==> src/design/fcts_pkg.sv <==
// Shared constants, codes and types for the function call trace stack.
`timescale 1ns / 1ps

package fcts_pkg;

	localparam int STACK_DEPTH  = 1024;
	localparam int FUNC_ID_BITS = 16;
	localparam int ADDR_BITS    = 32;
	localparam int INSN_BITS    = 32;
	localparam int CNT_W        = $clog2(STACK_DEPTH + 1);
	localparam int PTR_W        = $clog2(STACK_DEPTH);

	localparam logic [FUNC_ID_BITS-1:0] MACHINE_ID = '1;

	localparam logic [INSN_BITS-1:0] JALR_SEL = 32'h0000_707F;
	localparam logic [INSN_BITS-1:0] JALR_KEY = 32'h0000_0067;
	localparam logic [INSN_BITS-1:0] JAL_SEL  = 32'h0000_007F;
	localparam logic [INSN_BITS-1:0] JAL_KEY  = 32'h0000_006F;

	localparam logic [4:0] REG_ZERO = 5'd0;
	localparam logic [4:0] REG_RA   = 5'd1;

	typedef enum logic [2:0] {
		EV_NONE     = 3'd0,
		EV_RETURN   = 3'd1,
		EV_DIRECT   = 3'd2,
		EV_INDIRECT = 3'd3,
		EV_TAIL     = 3'd4
	} ev_kind_t;

	typedef enum logic [1:0] {
		ST_OK        = 2'd0,
		ST_OVERFLOW  = 2'd1,
		ST_UNDERFLOW = 2'd2,
		ST_NON_CALL  = 2'd3
	} status_t;

	typedef struct packed {
		logic [FUNC_ID_BITS-1:0] caller;
		logic [FUNC_ID_BITS-1:0] callee;
	} frame_t;

	typedef struct packed {
		ev_kind_t                event_kind;
		logic [FUNC_ID_BITS-1:0] caller_id;
		logic [FUNC_ID_BITS-1:0] callee_id;
		logic [ADDR_BITS-1:0]    event_target;
		logic [CNT_W-1:0]        stack_depth;
		status_t                 status;
	} result_t;

endpackage

==> src/design/fcts_out_buf.sv <==
// Two-entry output buffer: output register plus skid slot.
`timescale 1ns / 1ps

module fcts_out_buf (
	input  logic              clk,
	input  logic              arst_n,
	input  logic              in_valid,
	output logic              in_ready,
	input  fcts_pkg::result_t in_data,
	output logic              out_valid,
	input  logic              out_ready,
	output fcts_pkg::result_t out_data
);

	logic              out_valid_q;
	logic              skid_valid_q;
	fcts_pkg::result_t out_q;
	fcts_pkg::result_t skid_q;
	logic              load;

	assign in_ready  = !skid_valid_q;
	assign out_valid = out_valid_q;
	assign out_data  = out_q;
	assign load      = !out_valid_q || out_ready;

	always_ff @(posedge clk or negedge arst_n) begin
		if (!arst_n) begin
			out_valid_q  <= 1'b0;
			skid_valid_q <= 1'b0;
		end else if (load) begin
			if (skid_valid_q) begin
				out_valid_q  <= 1'b1;
				skid_valid_q <= 1'b0;
			end else begin
				out_valid_q <= in_valid;
			end
		end else if (in_valid && !skid_valid_q) begin
			// park the word while the output is stalled
			skid_valid_q <= 1'b1;
		end
	end

	always_ff @(posedge clk) begin
		if (load) begin
			out_q <= skid_valid_q ? skid_q : in_data;
		end
		if (!load && !skid_valid_q) begin
			skid_q <= in_data;
		end
	end

endmodule

==> config.mk <==
export PLATFORM = sky130hd
export DESIGN_NAME = fcts_out_buf
export DESIGN_NICKNAME = d
export VERILOG_FILES = /design/src/design/fcts_pkg.sv /design/src/design/fcts_out_buf.sv
export SDC_FILE = /design/constraint.sdc
export NUM_CORES = 1
export LEC_CHECK = 0
export BUFFER_PORTS_ARGS = -buffer_cell sky130_fd_sc_hd__buf_2
export CAP_MARGIN = 20
export CORE_AREA = 2 2 127 129
export CTS_CLUSTER_DIAMETER = 30
export DETAILED_ROUTE_END_ITERATION = 16
export DIE_AREA = 0 0 129 131
export GPL_ROUTABILITY_DRIVEN = 0
export PLACE_DENSITY = 0.73
export SLEW_MARGIN = 40
export SYNTH_ARGS = -nofsm -noshare
export SYNTH_HDL_FRONTEND = slang
export SYNTH_SLANG_ARGS = --single-unit
==> constraint.sdc <==
create_clock -name clk -period 8.5 [get_ports clk]
set_input_delay 1.7 -clock clk [delete_from_list [all_inputs] [get_ports clk]]
set_output_delay 1.7 -clock clk [all_outputs]
set_load 0.02 [all_outputs]
### Word-level counts from Yosys, hierarchy flattened

Index checks and enable logic that the tools add are counted.

| storage, ports and cells | value |
|---|---|
| memories kept | 0 |
| ROM bits | 0 |
| word-level logic and storage cells | 25 |
| latch bits | 0 |
| output and inout bits | 82 |
| register bits after elaboration | 162 |
| memory bits (writable) | 0 |

| operators by class | value |
|---|---|
| order comparisons | 0 |
| equality and inequality tests | 0 |
| bitwise gates (word level) | 0 |
| muxes and demuxes | 4 |
| $mul | 0 |
| div/mod/pow operators | 0 |
| reductions and logical operators | 7 |
| shifts and indexed selects | 0 |
| add/subtract/negate cells | 0 |

Operators by type and width:

| operator | count |
|---|---|
| 2-to-1 mux 80 bit | 1 |
| zero test 1 bit | 3 |
| 2-to-1 mux 1 bit | 3 |
| logical AND 1 bit | 2 |
| nonzero test 2 bit | 1 |
| logical OR 1 bit | 1 |

### Longest topological paths before layout

| logic depth | value |
|---|---|
| depth in word-level cells | 4 |
| depth in mapped cells | 4 |
| gate-level depth less buffers | 2 |

### Worst setup path before layout

OpenSTA, ideal clock, no wires.

| timing | value |
|---|---|
| path type | in2reg |
| from | input port out_ready |
| to | register skid_q[0] (netlist name), enable pin |
| data required time | 7.982 ns |
| buffers on the path | 0 |
| cell stages on the path | 2 |
| data arrival time | 7.193 ns |
| path slack | 0.789 ns |
| library setup time | 0.518 ns |
| cells stage by stage | nand2b_1 -> nor2_1 |

| on the way | value |
|---|---|
| word-level cells in the longest chain between the ends | 3 |

RTL lines:

| item | line | RTL |
|---|---|---|
| start, declared | fcts_out_buf.sv:11 | `input logic out_ready,` |
| logical OR 1 bit | fcts_out_buf.sv:24 | `assign load = !out_valid_q \|\| out_ready;` |
| zero test 1 bit | fcts_out_buf.sv:47 | `if (!load && !skid_valid_q) begin` |
| logical AND 1 bit | fcts_out_buf.sv:47 |  |
| end signal, assigned | fcts_out_buf.sv:48 | `skid_q <= in_data;` |
| end, declared | fcts_out_buf.sv:18 | `fcts_pkg::result_t skid_q;` |

No other way between the ends.
A chain may end at the register's enable or synchronous reset.

### Worst setup path after layout

| timing | value |
|---|---|
| from | register skid_valid_q |
| to | output port in_ready |

| on the way | value |
|---|---|
| word-level cells in the longest chain between the ends | 1 |

RTL lines:

| item | line | RTL |
|---|---|---|
| start, declared | fcts_out_buf.sv:16 | `logic skid_valid_q;` |
| start signal, assigned | fcts_out_buf.sv:29 | `skid_valid_q <= 1'b0;` |
| start signal, assigned | fcts_out_buf.sv:33 | `skid_valid_q <= 1'b0;` |
| start signal, assigned | fcts_out_buf.sv:39 | `skid_valid_q <= 1'b1;` |
| zero test 1 bit | fcts_out_buf.sv:21 | `assign in_ready = !skid_valid_q;` |
| end, declared | fcts_out_buf.sv:8 | `output logic in_ready,` |

No other way between the ends.

==> flow_summary.json <==
{
  "status": "finished, final reports clean",
  "finalCritPeriodShare_pct": 47.5,
  "rsz0062_at_grt": "false",
  "cts_buffers": 17,
  "grt_pass1_vias": 3013,
  "clock_path_buffers": 2,
  "dp.cells": 634,
  "final_antenna_net_count": 0,
  "slew_violations": 0,
  "cp-end-kind": "primary output",
  "vias_per_cell": 4.46,
  "timing.final.hold_violations": 0,
  "hold_buffers": 0,
  "drive_gt1_share_pct": 62.0,
  "diodes": 0,
  "grt_max_degree": 44,
  "finClkSkew_ns": 0.0119,
  "synth_top_cell_area_share_pct": 78.4,
  "synth_top_area_cell": "edfxtp_1",
  "worst_pin_slew_ns": 0.755,
  "track_usage_pct": 13.0,
  "ys_types": 10,
  "crit_fanout": 43,
  "hold_class": "reg -> reg",
  "synth_area_per_cell_um2": 23.8,
  "area_delta_synth_final_pct": 26.7,
  "cp.arrival_ns": 2.33,
  "clk_latency_ns": 0.43,
  "finalNetCount": 521,
  "syn-num-nets": 341,
  "dieArea_um2": 16900,
  "synth_area_leaders": "edfxtp_1, mux2_4, mux2_2",
  "fillers": 1292,
  "regArea_um2": 4860,
  "syn_inst": 257,
  "drv_cap": 0,
  "yosys_warnings": 0,
  "worstSetupStartpointType": "flip-flop",
  "slew_headroom_pct": 49.7,
  "async_flop_share_pct": 1.23,
  "setup_violations": 0,
  "netlist_area_um2": 6130,
  "fin_cells": 666,
  "die-height_um": 131,
  "grt_overflow_total": 0,
  "grt_pass1_wl_um": 15900,
  "drc": 0,
  "drt_iter0_markers": 170,
  "num_vias": 2970,
  "finalCriticalPeriod_ns": 4.03,
  "cts_num_sinks": 162,
  "first_pass_iters": 4,
  "irDropWorstVdd_uv": 133,
  "finalSetupTns_ns": 0,
  "port_buffers": 165,
  "multi_input_area_um2": 1190,
  "cts_resized": 0,
  "core_area_um2": 15600,
  "die_w_um": 129,
  "ys_seq_area_share_pct": 79.2,
  "synth_edf_count": 160,
  "clk_pin_slew_ns": 0.06,
  "post-cts-setup-buffers": 0,
  "synth_ff_type": "edfxtp_1",
  "crit_required_ns": 6.80,
  "synthTopCellsByCount": "edfxtp_1, mux2_4, mux2_2",
  "dp_hpwl_um": 7460,
  "root_buffer": "clkbuf_16",
  "p_per_area_nw_per_um2": 247,
  "ys_ff_latch": 162,
  "boundaryPins": 166,
  "wl_per_cell_um": 16.2,
  "placementRows": 46,
  "synth_most_common_cell": "edfxtp_1",
  "fmax_ghz": 0.248,
  "crit_type": "reg -> out",
  "postRouteWirelength_um": 10800,
  "antenna_found_initial": 0,
  "power.leakage_nw": 3.09,
  "initial_utilization_pct": 39.3,
  "htreeDepth": 4,
  "cts_tree": "done"
}
[sequential cells by signal, indices dropped and copies added (netlist names)]
name / count
out_data: 80
out_valid: 1
skid_q: 80
skid_valid_q: 1
[worst max-delay path: stages (launching register included)]
cell     delay (ns)
dfrtp_4        0.89
buf_4          0.73
inv_1          0.08
buf_2          0.18
[metal layers]
layer | wire (um) | up-vias | track usage, % | share of wire (%)
met2 | 5070 | 109 | 19.4 | 47
met4 | 272 | 0 | 7.03 | 2.5
met1 | 4720 | 1448 | 16.0 | 44
met5 | 0 | - | 0 | 0
li1 | - | 1386 | - | -
met3 | 729 | 27 | 5.54 | 6.8
[cell usage in the layout, fill, tap and decap left out]
| master | netlist | final |
|---|---|---|
| mux2_4 | 67 | 67 |
| nor2_4 | 0 | 1 |
| clkbuf_1 | 0 | 4 |
| nand2_1 | 1 | 1 |
| buf_6 | 8 | 1 |
| clkinvlp_4 | 0 | 3 |
| mux2_2 | 13 | 13 |
| buf_2 | 1 | 165 |
| inv_1 | 1 | 1 |
| buf_4 | 0 | 3 |
| nand2b_4 | 0 | 1 |
| buf_16 | 0 | 1 |
| dfrtp_1 | 2 | 1 |
| clkinv_4 | 0 | 1 |
| clkbuf_16 | 0 | 17 |
| nor2_1 | 3 | 2 |
| clkinv_1 | 0 | 2 |
| edfxtp_1 | 160 | 160 |
| dfrtp_4 | 0 | 1 |
| bufinv_16 | 0 | 2 |
| clkinv_2 | 0 | 3 |
[worst paths after layout]
| kind | startpoint | endpoint | slack [ns] | cells after the start |
|---|---|---|---|---|
| setup reg to reg | out_valid$_DFFE_PN0P_ | skid_q[68]$_DFFE_PP_ | 6.12 | 4 |
| hold / removal | skid_q[56]$_DFFE_PP_ | out_data[56]$_DFFE_PP_ | 0.54 | 1 |
| max in group asynchronous | arst_n | skid_valid_q$_DFFE_PN0P_ | 7.35 | 1 |
| setup / recovery | skid_valid_q$_DFFE_PN0P_ | in_ready | 4.47 | 3 |
| min in group asynchronous | arst_n | skid_valid_q$_DFFE_PN0P_ | 1.04 | 1 |
| hold reg to reg | skid_q[56]$_DFFE_PP_ | out_data[56]$_DFFE_PP_ | 0.54 | 1 |
[layout make-up]
| type | count | area share (%) |
|---|---|---|
| repair buffers | 170 | 11.4 |
| clock buffers | 21 | 5.67 |
| clock inverters | 11 | 1.47 |
| inverters | 1 | 0.0484 |
| flip-flops and latches | 162 | 62.6 |
| multi-input cells | 85 | 15.3 |
| well taps | 216 | 3.48 |
[power breakdown]
part           total, W  internal (W)  switching, W
sequential     0.000985      0.000961     0.0000242
clock          0.000717      0.000428      0.000289
combinational  0.000214     0.0000959      0.000118
total           0.00192       0.00148      0.000431
[logic make-up after synthesis]
logic type,after synthesis,share of synthesized area (%)
DFF,162,79.2
buffers and inverters,10,1.61
muxes,80,18.8
and+or+nand+nor,5,0.347
[through the flow]
| stage | area (um^2) | power (W) | hold WS, ns | worst slack (ns) | utilization [%] |
|---|---|---|---|---|---|
| final | 7760 | 0.00192 | 0.545 | 4.47 | 49.8 |
| after floorplan | 6130 | 0.00114 | 0.523 | 0.789 | - |
| after global routing | 7760 | 0.00199 | 0.556 | 4.27 | 49.8 |
| after detailed placement | 7210 | 0.00122 | 0.530 | 4.59 | 46.2 |
| after global placement | 7170 | 0.00121 | 0.530 | 4.27 | 46.0 |
| after CTS | 7760 | 0.00194 | 0.545 | 4.40 | 49.8 |
No activity file was read; power rests on OpenSTA's default activity.
